$ cat src/rtl/core/clipped_pixel_neighbour_restore_assert.svh
// Assertion macros for the clipped pixel restore block
`ifndef CLIPPED_PIXEL_NEIGHBOUR_RESTORE_ASSERT_SVH
`define CLIPPED_PIXEL_NEIGHBOUR_RESTORE_ASSERT_SVH

// same-cycle implication
`define CPNR_ASSERT_IMP(lbl, ck, rn, ante, cons, msg) \
    lbl: assert property (@(posedge ck) disable iff (!rn) (ante) |-> (cons)) else $error(msg);

// next-cycle implication
`define CPNR_ASSERT_NXT(lbl, ck, rn, ante, cons, msg) \
    lbl: assert property (@(posedge ck) disable iff (!rn) (ante) |=> (cons)) else $error(msg);

`endif

$ cat src/rtl/core/cpnr_pkg.sv
package cpnr_pkg;

    localparam int MAX_WIDTH_DEF = 2048;
    localparam int RADIUS_DEF    = 2;

    localparam int RAW_W  = 16;
    localparam int COL_W  = 24;
    localparam int WT_W   = 17;
    localparam int SUM_W  = 48;
    localparam int DEN_W  = 22;
    localparam int QUO_W  = SUM_W + 2;
    localparam int SUP_W  = 6;
    localparam int MINS_W = 5;
    localparam int FW_W   = 12;
    localparam int FH_W   = 16;

    localparam int CFG_IDX_W  = 2;
    localparam int CFG_DATA_W = 16;

    localparam logic [CFG_IDX_W-1:0] REG_WHITE_LEVEL  = 2'd0;
    localparam logic [CFG_IDX_W-1:0] REG_MIN_SUPPORT  = 2'd1;
    localparam logic [CFG_IDX_W-1:0] REG_FRAME_WIDTH  = 2'd2;
    localparam logic [CFG_IDX_W-1:0] REG_FRAME_HEIGHT = 2'd3;

    typedef enum logic [1:0] {
        ROLE_PRESERVED  = 2'd0,
        ROLE_RESTORED   = 2'd1,
        ROLE_UNRESOLVED = 2'd2
    } role_t;

    typedef enum logic [3:0] {
        S_IDLE,
        S_CEN_RD,
        S_CEN_CHK,
        S_NB_RD,
        S_NB_MUL,
        S_NB_ACC,
        S_NB_STEP,
        S_DIV_GO,
        S_DIV_WAIT,
        S_OUT
    } state_t;

    typedef struct packed {
        logic        [RAW_W-1:0] raw;
        logic signed [COL_W-1:0] red;
        logic signed [COL_W-1:0] green;
        logic signed [COL_W-1:0] blue;
    } mem_word_t;

    function automatic logic [WT_W-1:0] weight(input logic [4:0] d2);
        logic [WT_W-1:0] w;
        case (d2)
            5'd1:    w = 17'd65536;
            5'd2:    w = 17'd46341;
            5'd3:    w = 17'd37837;
            5'd4:    w = 17'd32768;
            5'd5:    w = 17'd29309;
            5'd6:    w = 17'd26755;
            5'd7:    w = 17'd24770;
            5'd8:    w = 17'd23170;
            5'd9:    w = 17'd21845;
            5'd10:   w = 17'd20724;
            5'd13:   w = 17'd18176;
            5'd18:   w = 17'd15447;
            default: w = 17'd0;
        endcase
        return w;
    endfunction

endpackage

$ cat src/rtl/core/cpnr_div.sv
module cpnr_div (
    input  logic                                clk,
    input  logic                                rst_n,
    input  logic                                start,
    input  logic signed [cpnr_pkg::SUM_W-1:0]   num,
    input  logic        [cpnr_pkg::DEN_W-1:0]   den,
    output logic                                busy,
    output logic signed [cpnr_pkg::COL_W-1:0]   quo
);

    localparam int QW = cpnr_pkg::QUO_W;
    localparam int DW = cpnr_pkg::DEN_W;
    localparam int CW = $clog2(QW + 1);

    logic                busy_reg, busy_next;
    logic [CW-1:0]       cnt_reg, cnt_next;
    logic [QW-1:0]       dvd_reg, dvd_next;
    logic [DW:0]         dvs_reg, dvs_next;
    logic [DW:0]         rem_reg, rem_next;
    logic [QW-1:0]       quo_reg, quo_next;
    logic                neg_reg, neg_next;

    logic [cpnr_pkg::SUM_W-1:0] mag;
    logic [DW+1:0]              trial;
    logic [cpnr_pkg::COL_W-1:0] qlow;

    always_comb
    begin
        mag       = num[cpnr_pkg::SUM_W-1] ? cpnr_pkg::SUM_W'(-num) : cpnr_pkg::SUM_W'(num);
        trial     = {rem_reg, dvd_reg[QW-1]};
        busy_next = busy_reg;
        cnt_next  = cnt_reg;
        dvd_next  = dvd_reg;
        dvs_next  = dvs_reg;
        rem_next  = rem_reg;
        quo_next  = quo_reg;
        neg_next  = neg_reg;
        if (start)
        begin
            busy_next = 1'b1;
            cnt_next  = CW'(QW);
            neg_next  = num[cpnr_pkg::SUM_W-1];
            dvd_next  = QW'({mag, 1'b0}) + QW'(den);
            dvs_next  = {den, 1'b0};
            rem_next  = '0;
            quo_next  = '0;
        end
        else if (busy_reg)
        begin
            dvd_next = {dvd_reg[QW-2:0], 1'b0};
            if (trial >= {1'b0, dvs_reg})
            begin
                rem_next = (DW+1)'(trial - {1'b0, dvs_reg});
                quo_next = {quo_reg[QW-2:0], 1'b1};
            end
            else
            begin
                rem_next = trial[DW:0];
                quo_next = {quo_reg[QW-2:0], 1'b0};
            end
            cnt_next = cnt_reg - 1'b1;
            if (cnt_reg == CW'(1))
            begin
                busy_next = 1'b0;
            end
        end
    end

    always_ff @(posedge clk or negedge rst_n)
    begin
        if (!rst_n)
        begin
            busy_reg <= 1'b0;
            cnt_reg  <= '0;
        end
        else
        begin
            busy_reg <= busy_next;
            cnt_reg  <= cnt_next;
        end
    end

    always_ff @(posedge clk)
    begin
        dvd_reg <= dvd_next;
        dvs_reg <= dvs_next;
        rem_reg <= rem_next;
        quo_reg <= quo_next;
        neg_reg <= neg_next;
    end

    assign qlow = quo_reg[cpnr_pkg::COL_W-1:0];
    assign quo  = neg_reg ? $signed(-qlow) : $signed(qlow);
    assign busy = busy_reg;

endmodule

$ cat config.mk
export PLATFORM = sky130hd
export DESIGN_NAME = cpnr_div
export DESIGN_NICKNAME = d
export VERILOG_FILES = /design/src/rtl/core/clipped_pixel_neighbour_restore_assert.svh /design/src/rtl/core/cpnr_pkg.sv /design/src/rtl/core/cpnr_div.sv
export SDC_FILE = /design/constraint.sdc
export NUM_CORES = 1
export LEC_CHECK = 0
export BUFFER_PORTS_ARGS = -buffer_cell sky130_fd_sc_hd__buf_2
export CORE_AREA = 3 3 143 145
export DETAILED_ROUTE_END_ITERATION = 10
export DIE_AREA = 0 0 146 148
export PLACE_DENSITY = 0.74
export SYNTH_ARGS = -nofsm -noshare
export SYNTH_HDL_FRONTEND = slang
export SYNTH_SLANG_ARGS = --single-unit
$ cat constraint.sdc
create_clock -name clk -period 3.4 [get_ports clk]
set_clock_uncertainty 0.1 [all_clocks]
set_input_delay 0.68 -clock clk [delete_from_list [all_inputs] [get_ports clk]]
set_output_delay 0.68 -clock clk [all_outputs]
set_load 0.02 [all_outputs]
; Yosys cells after proc, flatten, opt, wreduce, memory -nomap -nowiden
; Cells that the tools add are included.
; Widths: inputs -> output; s select.
[op_classes]
shift = 0
n_div = 0
add_sub_neg = 5
mul = 0
mux = 11
order_cmp = 1
n_reduce_logical = 1
n_bitwise = 0
eq_ne = 1
[op_table]
columns = op, count
row1 = $mux 50, 2
row2 = $add 49x22->50, 1
row3 = $mux 48, 1
row4 = $neg 48->48, 1
row5 = $ge 24x23->1, 1
row6 = $mux 24, 1
row7 = $neg 24->24, 1
row8 = $mux 23, 1
row9 = $sub 23x23->23, 1
row10 = $mux 6, 2
row11 = $eq 6x1->1 const B, 1
row12 = $sub 6x1->6 const B, 1
row13 = $mux 1, 4
row14 = $reduce_bool 2->1, 1
[word_totals]
ff_bits = 127
ram_bits = 0
n_memories = 0
romBits = 0
output_inout_bits = 25
latch_bits = 0
wordCells = 26
input_bits = 73

; Longest topological paths before layout
; Gate-level depths: netlist of the first run.
[logic_depth]
ltp_word = 4
ltp_mapped = 16
mapped_depth_nobuf = 16

; Least setup slack after synthesis of the first run
; Ideal clock, no wire load.
[synth_timing]
path_kind = input to register
start = input num[47] (netlist bit)
end = register dvd_reg[36] (data pin)
slack_ps = -1340
required_ps = 3040
arrival_time_ps = 4380
path_buffers = 4
cell_stages = 15
setup_time_ps = 260
cell_sequence = clkbuf_1 clkbuf_1 clkbuf_1 buf_1 o21ai_0 ha_1 a211o_1 o211ai_1 a21oi_1 o31ai_1 o31a_1 o21a_1 or4b_1 xor2_1 mux2_2
[synth_between]
elab_chain_cells = 3
[synth_rtl]
columns = element, line
row1 = from (decl), cpnr_div.sv:5  ; input logic signed [cpnr_pkg::SUM_W-1:0] num,
row2 = $mux 48, cpnr_div.sv:29  ; mag = num[cpnr_pkg::SUM_W-1] ? cpnr_pkg::SUM_W'(-num) : cpnr_pkg::SUM_W'(num);
row3 = $add 49x22->50, cpnr_div.sv:43  ; dvd_next = QW'({mag, 1'b0}) + QW'(den);
row4 = $mux 50, cpnr_div.sv:38  ; if (start)
row5 = via dvd_next[36], cpnr_div.sv:17  ; logic [QW-1:0] dvd_reg, dvd_next;
row6 = to (signal assigned), cpnr_div.sv:85  ; dvd_reg <= dvd_next;
row7 = to (decl), cpnr_div.sv:17
; The timed path passes the listed nets, and every way through them passes these cells.
; A chain may end at the register's enable or synchronous reset.

; Final worst setup path of the first run
[layout_timing]
start = input num[0] (netlist bit)
end = register dvd_reg[30] (data pin)
[layout_between]
elab_chain_cells = 4
[layout_rtl]
columns = element, line
row1 = $neg 48->48, cpnr_div.sv:29
row2 = $mux 48 *, cpnr_div.sv:29
row3 = $add 49x22->50 *, cpnr_div.sv:43
row4 = $mux 50 *, cpnr_div.sv:38
row5 = via dvd_next[30], cpnr_div.sv:17
; The timed path passes the listed nets; every way through them passes the cells marked *.

==> flow_summary.json, run 1 <==
{
  "clockBufferDepth": 2,
  "power.share.combinational_pct": 44.5,
  "fmax_ghz": 0.236,
  "synth-seq-cells": 127,
  "die_w_um": 146,
  "routed_wl_mm": 31.2,
  "leakagePower_uw": 0.00600,
  "synth_cells": 1057,
  "grt_antenna_before_repair": 2,
  "arrival_ns": 4.32,
  "first_iter_violations": 621,
  "required_ns": 3.48,
  "finalSetupViolations": 38,
  "clock-sinks": 127,
  "violations": "setup timing",
  "hold_ws_ns": 0.334,
  "dpl.hpwl_mm": 20.1,
  "area_delta_synth_final_pct": 44.2,
  "yosysTopAreaCell": "edfxtp_1",
  "tritoncts": "yes",
  "synthArstFlopShare_pct": 5.51,
  "ant_nets": 0,
  "cp-end-kind": "flip-flop",
  "rrSetupSlack_ns": 0.38,
  "netlist_area_mm2": 0.00959,
  "dr.pass1.iters": 6,
  "syn_avg_cell_area_um2": 9.07,
  "hold_viol": 0,
  "yosysMostFrequentCell": "nor2_1",
  "final_util_pct": 71.5,
  "layoutNonFillerInstCount": 1662,
  "cts_buffers": 17,
  "p_per_area_mw_per_mm2": 519,
  "regArea_mm2": 0.00332,
  "critPathMaxFanout": 4,
  "grt_max_degree": 81,
  "drive_above_1_share_pct": 38.2,
  "setup_tns_ns": -22.47,
  "r2r_start": "dvs_reg[1]$_DFFE_PP_",
  "top_layer_used": "met5",
  "clkPwrFrac_pct": 26.2,
  "drv_cap": 0,
  "core-area_mm2": 0.0193,
  "switching_power_uw": 2570,
  "synth_area_leaders": "edfxtp_1 (23%), dfxtp_1 (9.8%), xnor2_1 (8.9%), ha_1 (6.4%), mux2_2 (4.3%)",
  "track_usage_pct": 26.9,
  "met1_length_mm": 12.2,
  "critical_path.startpoint": "num[0]",
  "dr_wl_met2_mm": 15.0,
  "post_drt_wl_per_cell_um": 18.8,
  "criticalPathCategory": "in -> reg",
  "via_count": 9734,
  "grt_overflow": 0,
  "synth_top_area_share_pct": 22.9,
  "intPower_uw": 4610,
  "ys_types": 76,
  "yosysWarnings": 0,
  "viasPerCell": 5.86,
  "clkTransAtPathRegs_ns": 0.06,
  "port_buffers": 97,
  "synth-seq-area-share_pct": 34.5,
  "route.detailed.drc": 0,
  "worst_slack_ns": -0.834,
  "r2r-end": "rem_reg[21]$_SDFFE_PP0P_",
  "period_share_pct": 125,
  "clockRootBuffer": "clkbuf_16",
  "synth_nets": 1181,
  "synth_flop_cell": "edfxtp_1",
  "multiInputGateArea_mm2": 0.00682,
  "r2r_cells": 11,
  "largest_reg_flops": 50,
  "fp-row-count": 51,
  "dieArea_mm2": 0.0216,
  "drv_slew": 0,
  "grt_pass1_vias": 9581,
  "fillers": 1375,
  "htreeDepth": 4,
  "hp-class": "in -> reg",
  "status": "complete, but fails checks",
  "grt_pass1_wl_mm": 47.4,
  "seqPwrFrac_pct": 29.3,
  "placed_cells": 1596,
  "finalCriticalPeriod_ns": 4.23,
  "crit_end": "dvd_reg[30]$_DFFE_PP_",
  "diodes": 0,
  "clkLatencyLatePin_ns": 0.43,
  "nets": 1508,
  "start_util_pct": 49.6,
  "gp_congestion": 0.915,
  "io_pins": 98,
  "cp-start-kind": "input pin",
  "grt_setup_unrepaired": "true",
  "wl_met3_mm": 2.23,
  "worst_slew_pin_slew_ns": 0.941,
  "ir_drop_v": 0.000265,
  "max_slew_margin_pct": 37.3,
  "power.share.switching_pct": 35.8,
  "synth_edf_count": 73,
  "synthTopCellsByCount": "nor2_1 (104), xnor2_1 (97), nand2_1 (78), edfxtp_1 (73), o21ai_0 (53)",
  "die_h_um": 148
}
[cells in the final DEF, fill, tap and decap left out, drive strengths merged, types with 3 or more instances in the layout]
cell type / Yosys / layout
a211oi: 19 / 19
a21boi: 3 / 3
a21o: 17 / 17
a21oi: 44 / 44
a31oi: 8 / 8
a32oi: 6 / 6
and2: 5 / 5
and3: 12 / 12
buf: 8 / 347
clkbuf: 32 / 24
clkinv: 0 / 3
dfrtp: 7 / 7
dfxtp: 47 / 47
edfxtp: 73 / 73
ha: 49 / 49
inv: 51 / 56
mux2: 37 / 37
mux2i: 38 / 38
nand2: 78 / 78
nand2b: 9 / 9
nand3: 22 / 22
nand3b: 4 / 4
nand4: 13 / 13
nand4b: 3 / 3
nor2: 104 / 104
nor2b: 5 / 5
nor3: 39 / 39
nor3b: 3 / 3
nor4: 21 / 21
nor4b: 4 / 4
o211ai: 6 / 6
o21a: 14 / 14
o21ai: 54 / 54
o31ai: 25 / 25
o41ai: 15 / 15
or3: 12 / 12
or4: 11 / 11
xnor2: 97 / 97
xor2: 20 / 20
[metal layers]
layer | track usage, % | up-vias
met3 | 4.72 | 139
li1 | - | 4582
met4 | 13.5 | 4
met2 | 46.3 | 433
met1 | 32.5 | 4576
met5 | 0 | -
[through the flow]
stage | power [uW] | instance area, um^2 | worst slack, ns
detailed placement | 4870 | 12100 | -1.13
global placement | 4810 | 12100 | -1.06
finish | 7180 | 13800 | -0.834
global route | 7580 | 13800 | -0.930
floorplan | 4030 | 9830 | -0.841
CTS | 6950 | 13400 | -0.587
[timing repair]
| action | in CTS | in global routing |
|---|---|---|
| buffers inserted | 21 | 20 |
| pin swaps | 38 | 42 |
| hold endpoints to repair | 7 | 0 |
| endpoints found under the setup margin | 45 | 47 |
| hold buffers | 1 | 0 |
| gates resized for setup | 110 | 69 |
[worst min path at each step]
stage	start	endpoint	slack, ns	cells past startpoint
2_1_floorplan	rst_n	busy$_DFF_PN0_	0.28	0
3_3_place_gp	rem_reg[22]$_SDFFE_PP0P_	rem_reg[22]$_SDFFE_PP0P_	0.36	2
3_5_place_dp	rem_reg[22]$_SDFFE_PP0P_	rem_reg[22]$_SDFFE_PP0P_	0.36	2
4_1_cts	den[0]	dvs_reg[1]$_DFFE_PP_	0.33	1
5_1_grt	den[0]	dvs_reg[1]$_DFFE_PP_	0.33	1
6_report	den[0]	dvs_reg[1]$_DFFE_PP_	0.33	1
[logic make-up after synthesis]
family	after synthesis	share of synthesized area, %
muxes	75	8.31
xor gates and xnor gates	117	10.7
DFF	127	34.5
AOI/OAI and AO/OA	243	17.3
buffers and inverters	91	3.65
and+or+nand+nor	353	18.7
adders and majority gates	51	6.81
[layout make-up]
class,count,share of cell area (%)
clock buffers,24,4.04
well taps,265,2.40
clock inverters,8,0.416
inverters,51,1.57
flip-flops and latches,127,24.0
repair buffers,348,18.3
multi-input cells,839,49.3
[power by group through the flow]
stage               Clock [uW]  Sequential, uW  Combinational, uW
finish                    1880            2100               3190
global placement             0            2110               2690
CTS                       1890            2100               2960
detailed placement           0            2120               2750
global route              1970            2140               3470
floorplan                    0            2060               1970
[critical path: stages]
cell and delay, ns:
buf_12 0.11, inv_12 0.04, ha_4 0.14, or4b_4 0.49, o41ai_4 0.24, xnor2_1 0.14
ha_2 0.34, o21a_1 0.12, o21a_1 0.12, o22a_1 0.25, o31ai_4 0.12, o31a_1 0.30
o21a_2 0.25, or4_1 0.54, xor2_1 0.16, mux2_4 0.26
Power figures use the tool's default switching activity.
==> inputs of run 2 (changes only) <==
--- a/config.mk
+++ b/config.mk
@@ -7,6 +7,7 @@
 export LEC_CHECK = 0
 export BUFFER_PORTS_ARGS = -buffer_cell sky130_fd_sc_hd__buf_2
 export CORE_AREA = 3 3 143 145
+export CTS_BUF_LIST = sky130_fd_sc_hd__clkbuf_4 sky130_fd_sc_hd__clkbuf_8 sky130_fd_sc_hd__clkbuf_16
 export DETAILED_ROUTE_END_ITERATION = 10
 export DIE_AREA = 0 0 146 148
 export PLACE_DENSITY = 0.74
==> run 2 against run 1 <==
- the run still ends with setup timing left
- power about the same
- sequential power about the same
- die area stayed put
- critical path type unchanged
- critical endpoint is now dvd_reg[36]$_DFFE_PP_
- largest cell class unchanged
==> flow_summary.json, run 2 (synthesis results as in run 1) <==
{
  "tritoncts": "yes",
  "placed_cells": 1596,
  "seqPwrFrac_pct": 29.3,
  "ant_nets": 0,
  "fp-row-count": 51,
  "dr.pass1.iters": 5,
  "layout_common_cells": "buf_4 (230), nor2_1 (100), buf_2 (90), xnor2_1 (89), edfxtp_1 (73)",
  "clkPwrFrac_pct": 26.2,
  "core-area_mm2": 0.0193,
  "fin_total_pwr_uw": 7180,
  "io_pins": 98,
  "drive_above_1_share_pct": 38.2,
  "ir_drop_v": 0.000264,
  "cp-end-kind": "flip-flop",
  "mostFrequentLayoutCell": "buf_4",
  "cp-start-kind": "input pin",
  "clkTransAtPathRegs_ns": 0.06,
  "grt_max_degree": 81,
  "hold_viol": 0,
  "cts_buffers": 17,
  "drv_cap": 0,
  "routed_wl_mm": 31.2,
  "largest_reg_flops": 50,
  "die_h_um": 148,
  "first_iter_violations": 675,
  "viasPerCell": 5.91,
  "grt_setup_unrepaired": "true",
  "hp-class": "in -> reg",
  "r2r-end": "rem_reg[21]$_SDFFE_PP0P_",
  "diodes": 0,
  "switching_power_uw": 2560,
  "dpl.hpwl_mm": 20.1,
  "grt_antenna_before_repair": 2,
  "track_usage_pct": 26.9,
  "post_drt_wl_per_cell_um": 18.8,
  "arrival_ns": 4.30,
  "holdPathStages": 1,
  "area_delta_synth_final_pct": 44.1,
  "route.detailed.drc": 0,
  "nets": 1507,
  "dieArea_mm2": 0.0216,
  "clock-sinks": 127,
  "port_buffers": 97,
  "clockRootBuffer": "clkbuf_16",
  "violations": "setup timing",
  "min_from": "den[0]",
  "p_per_area_mw_per_mm2": 519,
  "grt_pass1_wl_mm": 47.4,
  "max_slew_margin_pct": 37.2,
  "r2r_start": "dvs_reg[1]$_DFFE_PP_",
  "min_to": "dvs_reg[1]$_DFFE_PP_",
  "power.share.switching_pct": 35.7,
  "clkLatencyLatePin_ns": 0.43,
  "required_ns": 3.48,
  "grt_pass1_vias": 9581,
  "status": "complete, but fails checks",
  "finalCriticalPeriod_ns": 4.22,
  "clockBufferDepth": 2,
  "setup_tns_ns": -22.46,
  "fillers": 1379,
  "grt_overflow": 0,
  "intPower_uw": 4620,
  "worst_slew_pin_slew_ns": 0.941,
  "die_w_um": 146,
  "period_share_pct": 124,
  "worst_slack_ns": -0.823,
  "finalSetupViolations": 38,
  "gp_congestion": 0.915,
  "r2r_cells": 11,
  "layoutNonFillerInstCount": 1661,
  "start_util_pct": 49.6,
  "via_count": 9819,
  "rrSetupSlack_ns": 0.39,
  "power.share.combinational_pct": 44.5,
  "critPathMaxFanout": 4,
  "drv_slew": 0,
  "criticalPathCategory": "in -> reg",
  "htreeDepth": 4,
  "leakagePower_uw": 0.00600,
  "fmax_ghz": 0.237
}
-- run 2: cell types whose count changed in the layout (fill, tap and decap cells not counted), sizes merged --
cell,before,now
buf,347,346
-- run 2: worst max-delay path by stage --
| stage | slack (ns) | from | cells past startpoint | to |
|---|---|---|---|---|
| 4_1_cts | -0.59 | num[0] | 16 | dvd_reg[30]$_DFFE_PP_ |
| 3_3_place_gp | -1.06 | num[0] | 16 | dvd_reg[30]$_DFFE_PP_ |
| 6_report | -0.82 | num[0] | 16 | dvd_reg[36]$_DFFE_PP_ |
| 3_5_place_dp | -1.13 | num[0] | 15 | dvd_reg[30]$_DFFE_PP_ |
| 5_1_grt | -0.91 | num[0] | 16 | dvd_reg[30]$_DFFE_PP_ |
| 2_1_floorplan | -0.84 | num[0] | 15 | dvd_reg[30]$_DFFE_PP_ |
-- run 2: final cells by class --
cell class,instances,area (um^2),area share (%)
Clock buffer,24,561,4.06
Clock inverter,8,57.6,0.417
Inverter,51,216,1.57
Multi-Input combinational cell,839,6820,49.3
Sequential cell,127,3320,24.0
Tap cell,265,332,2.40
Timing Repair Buffer,347,2520,18.2
-- run 2: metal layers --
layer	vias up	GRT usage (%)	wire length, um
met2	459	46.3	15200
met3	152	4.72	2050
met1	4624	32.5	12200
met4	4	13.5	1740
li1	4580	-	-
met5	-	0	23
-- run 2: power groups by stage --
| stage | clock, uW | sequential (uW) | combinational [uW] |
|---|---|---|---|
| 6_report | 1880 | 2100 | 3190 |
| 5_1_grt | 1980 | 2140 | 3470 |
| 4_1_cts | 1900 | 2100 | 2960 |
| 3_5_place_dp | 0 | 2120 | 2750 |
| 3_3_place_gp | 0 | 2110 | 2690 |
| 2_1_floorplan | 0 | 2060 | 1970 |
-- run 2: through the flow --
| step | setup WS [ns] | hold WS (ns) | area [um^2] | utilization (%) |
|---|---|---|---|---|
| after floorplan | -0.841 | 0.284 | 9830 | - |
| after detailed placement | -1.13 | 0.364 | 12100 | 62.6 |
| after CTS | -0.588 | 0.330 | 13400 | 69.2 |
| after global placement | -1.06 | 0.355 | 12100 | 62.6 |
| after global routing | -0.911 | 0.330 | 13800 | 71.5 |
| final | -0.823 | 0.339 | 13800 | 71.5 |
-- run 2: what timing repair did --
item / 4_1_cts / 5_1_grt
cloned: 0 / 0
hold buffers: 1 / 0
buffers inserted: 21 / 19
setup endpoints to repair: 45 / 47
endpoints found under the hold margin: 7 / 0
resized for setup: 110 / 68
pin swaps: 38 / 42
-- run 2: critical path: stages --
cell and delay [ns]:
buf_12 0.11, inv_12 0.04, ha_4 0.15, or4b_4 0.50, o41ai_4 0.24, xnor2_1 0.14
ha_2 0.34, o21a_1 0.12, o21a_1 0.12, o22a_1 0.25, o31ai_4 0.12, o31a_1 0.29
o21a_2 0.24, or4b_4 0.55, xor2_1 0.16, mux2_4 0.26
==> inputs of run 3 (changes only) <==
==> constraint.sdc (replaced) <==
create_clock -name clk -period 4.2 [get_ports clk]
set_clock_uncertainty 0.1 [all_clocks]
set_input_delay 0.84 -clock clk [delete_from_list [all_inputs] [get_ports clk]]
set_output_delay 0.84 -clock clk [all_outputs]
set_load 0.02 [all_outputs]
==> run 3 against run 2 <==
- largest power group unchanged
- die area stayed put
- first-iteration DRC count fell by 9.6%
- clock power is 26% lower
- critical endpoint is now dvd_reg[30]$_DFFE_PP_
- global-route usage shrank 3.7 points
- non-clock buffer count shrank 107
- sequential share of layout area grew 3.3 points
- via count fell by 9.5%
- the run now ends clean
- register-to-register slack better by 0.64 ns
==> flow_summary.json, run 3 (synthesis results as in run 1) <==
{
  "worst_slack_ns": 0.0290,
  "place_area_mm2": 0.0114,
  "critPathMaxFanout": 4,
  "holdBufCountCts": 0,
  "grt_antenna_before_repair": 0,
  "die_w_um": 146,
  "hold_viol": 0,
  "post_drt_wl_per_cell_um": 16.3,
  "hp-class": "in -> async",
  "cts_buffers": 17,
  "first_iter_violations": 610,
  "finalCriticalPeriod_ns": 4.17,
  "fp-row-count": 51,
  "grt_setup_unrepaired": "true",
  "final_cell_area_mm2": 0.0121,
  "gp_congestion": 0.944,
  "criticalPathCategory": "in -> reg",
  "clkLatencyLatePin_ns": 0.42,
  "largest_reg_flops": 50,
  "routed_wl_mm": 25.3,
  "drive_above_1_share_pct": 27.0,
  "nets": 1400,
  "dr.pass1.iters": 5,
  "area_delta_synth_final_pct": 26.6,
  "post-place-ws_ns": -0.608,
  "drv_slew": 0,
  "arrival_ns": 4.24,
  "layout_common_cells": "buf_4 (141), nor2_1 (103), xnor2_1 (97), buf_2 (94), nand2_1 (77)",
  "leakagePower_uw": 0.00517,
  "diodes": 0,
  "fmax_ghz": 0.240,
  "finalSetupViolations": 0,
  "viasPerCell": 5.72,
  "clockBufferDepth": 2,
  "clock-sinks": 127,
  "dieArea_mm2": 0.0216,
  "clkTransAtPathRegs_ns": 0.06,
  "die_h_um": 148,
  "grt_overflow": 0,
  "htreeDepth": 4,
  "period_share_pct": 99.3,
  "required_ns": 4.27,
  "clockRootBuffer": "clkbuf_16",
  "port_buffers": 97,
  "worst_slew_pin_slew_ns": 1.08,
  "core-area_mm2": 0.0193,
  "ant_nets": 0,
  "track_usage_pct": 23.2,
  "mostFrequentLayoutCell": "buf_4",
  "drv_cap": 0,
  "tritoncts": "yes",
  "max_slew_margin_pct": 27.7,
  "grt_pass1_wl_mm": 41.3,
  "start_util_pct": 49.6,
  "dpl.hpwl_mm": 19.2,
  "io_pins": 98,
  "cp-end-kind": "flip-flop",
  "p_per_area_mw_per_mm2": 434,
  "grt_max_degree": 61,
  "status": "finished clean",
  "cp-start-kind": "input pin",
  "via_count": 8887,
  "route.detailed.drc": 0,
  "ir_drop_v": 0.000237,
  "grt_pass1_vias": 8602
}
[run 3: cell types whose count changed in the layout (fill, tap and decap cells not counted), moves of 7 or more]
cell,previous run,this run
mux2_4,21,2
o31ai_2,9,2
o21ai_0,37,48
xnor2_1,89,97
a21oi_1,33,42
buf_4,230,141
mux2_2,16,35
a21oi_2,9,2
buf_6,21,1
o31ai_1,12,22
[run 3: power by group]
group,internal (uW),leakage (uW),switching [uW],total (uW)
Combinational,1010,0.00368,1180,2190
Sequential,1570,0.00122,124,1690
Clock,772,0.000268,615,1390
Total,3350,0.00517,1920,5270
[run 3: critical path: stages]
cell and delay (ns):
buf_12 0.11, inv_12 0.04, ha_4 0.14, or4b_4 0.48
o41ai_4 0.23, xnor2_1 0.10, ha_1 0.32, o21a_1 0.13
o21a_1 0.11, o22a_1 0.17, o31ai_4 0.08, o31a_1 0.28
o21a_1 0.23, or4_4 0.55, xor2_1 0.15, mux2_4 0.25
[run 3: final cells by class]
| type | instances | area (um^2) |
|---|---|---|
| fill | 1571 | 7190 |
| inverter | 51 | 211 |
| multi-input combinational | 839 | 6110 |
| tap | 265 | 332 |
| clock inverter | 15 | 130 |
| sequential | 127 | 3310 |
| clock buffer | 17 | 425 |
| timing repair buffer | 240 | 1620 |
[run 3: metal layers]
metal | wire length [um] | GRT usage [%]
met1 | 11200 | 29.7
met4 | 665 | 9.27
met5 | 0 | 0
met2 | 12100 | 39.0
met3 | 1370 | 4.02
[run 3: worst paths after layout]
| path | cells past startpoint | slack (ns) | start | to |
|---|---|---|---|---|
| min reg2reg | 2 | 0.40 | rem_reg[13]$_SDFFE_PP0P_ | rem_reg[13]$_SDFFE_PP0P_ |
| max | 16 | 0.03 | num[0] | dvd_reg[30]$_DFFE_PP_ |
| min in group clk | 2 | 0.40 | rem_reg[13]$_SDFFE_PP0P_ | rem_reg[13]$_SDFFE_PP0P_ |
| max reg2reg | 11 | 1.03 | dvs_reg[9]$_DFFE_PP_ | rem_reg[22]$_SDFFE_PP0P_ |
| max in group asynchronous | 1 | 3.70 | rst_n | busy$_DFF_PN0_ |
| min | 1 | 0.14 | rst_n | cnt_reg[3]$_DFFE_PN0P_ |
[run 3: repair_timing]
item                       4_1_cts  5_1_grt
resized for setup                5       27
pin swaps                        2        7
setup endpoints to repair       11       25
buffers inserted                 3        2
[run 3: per-stage QoR]
step	util (%)	total power (uW)	instances	hold WS, ns	TNS [ns]
3_3_place_gp	59.0	3810	1517	0.360	-9.37
5_1_grt	62.8	5620	1554	0.137	-0.340
2_1_floorplan	-	3240	1057	0.338	-0.392
4_1_cts	62.1	5270	1552	0.128	0
6_report	62.8	5270	1554	0.138	0
3_5_place_dp	59.0	3850	1517	0.373	-12.24
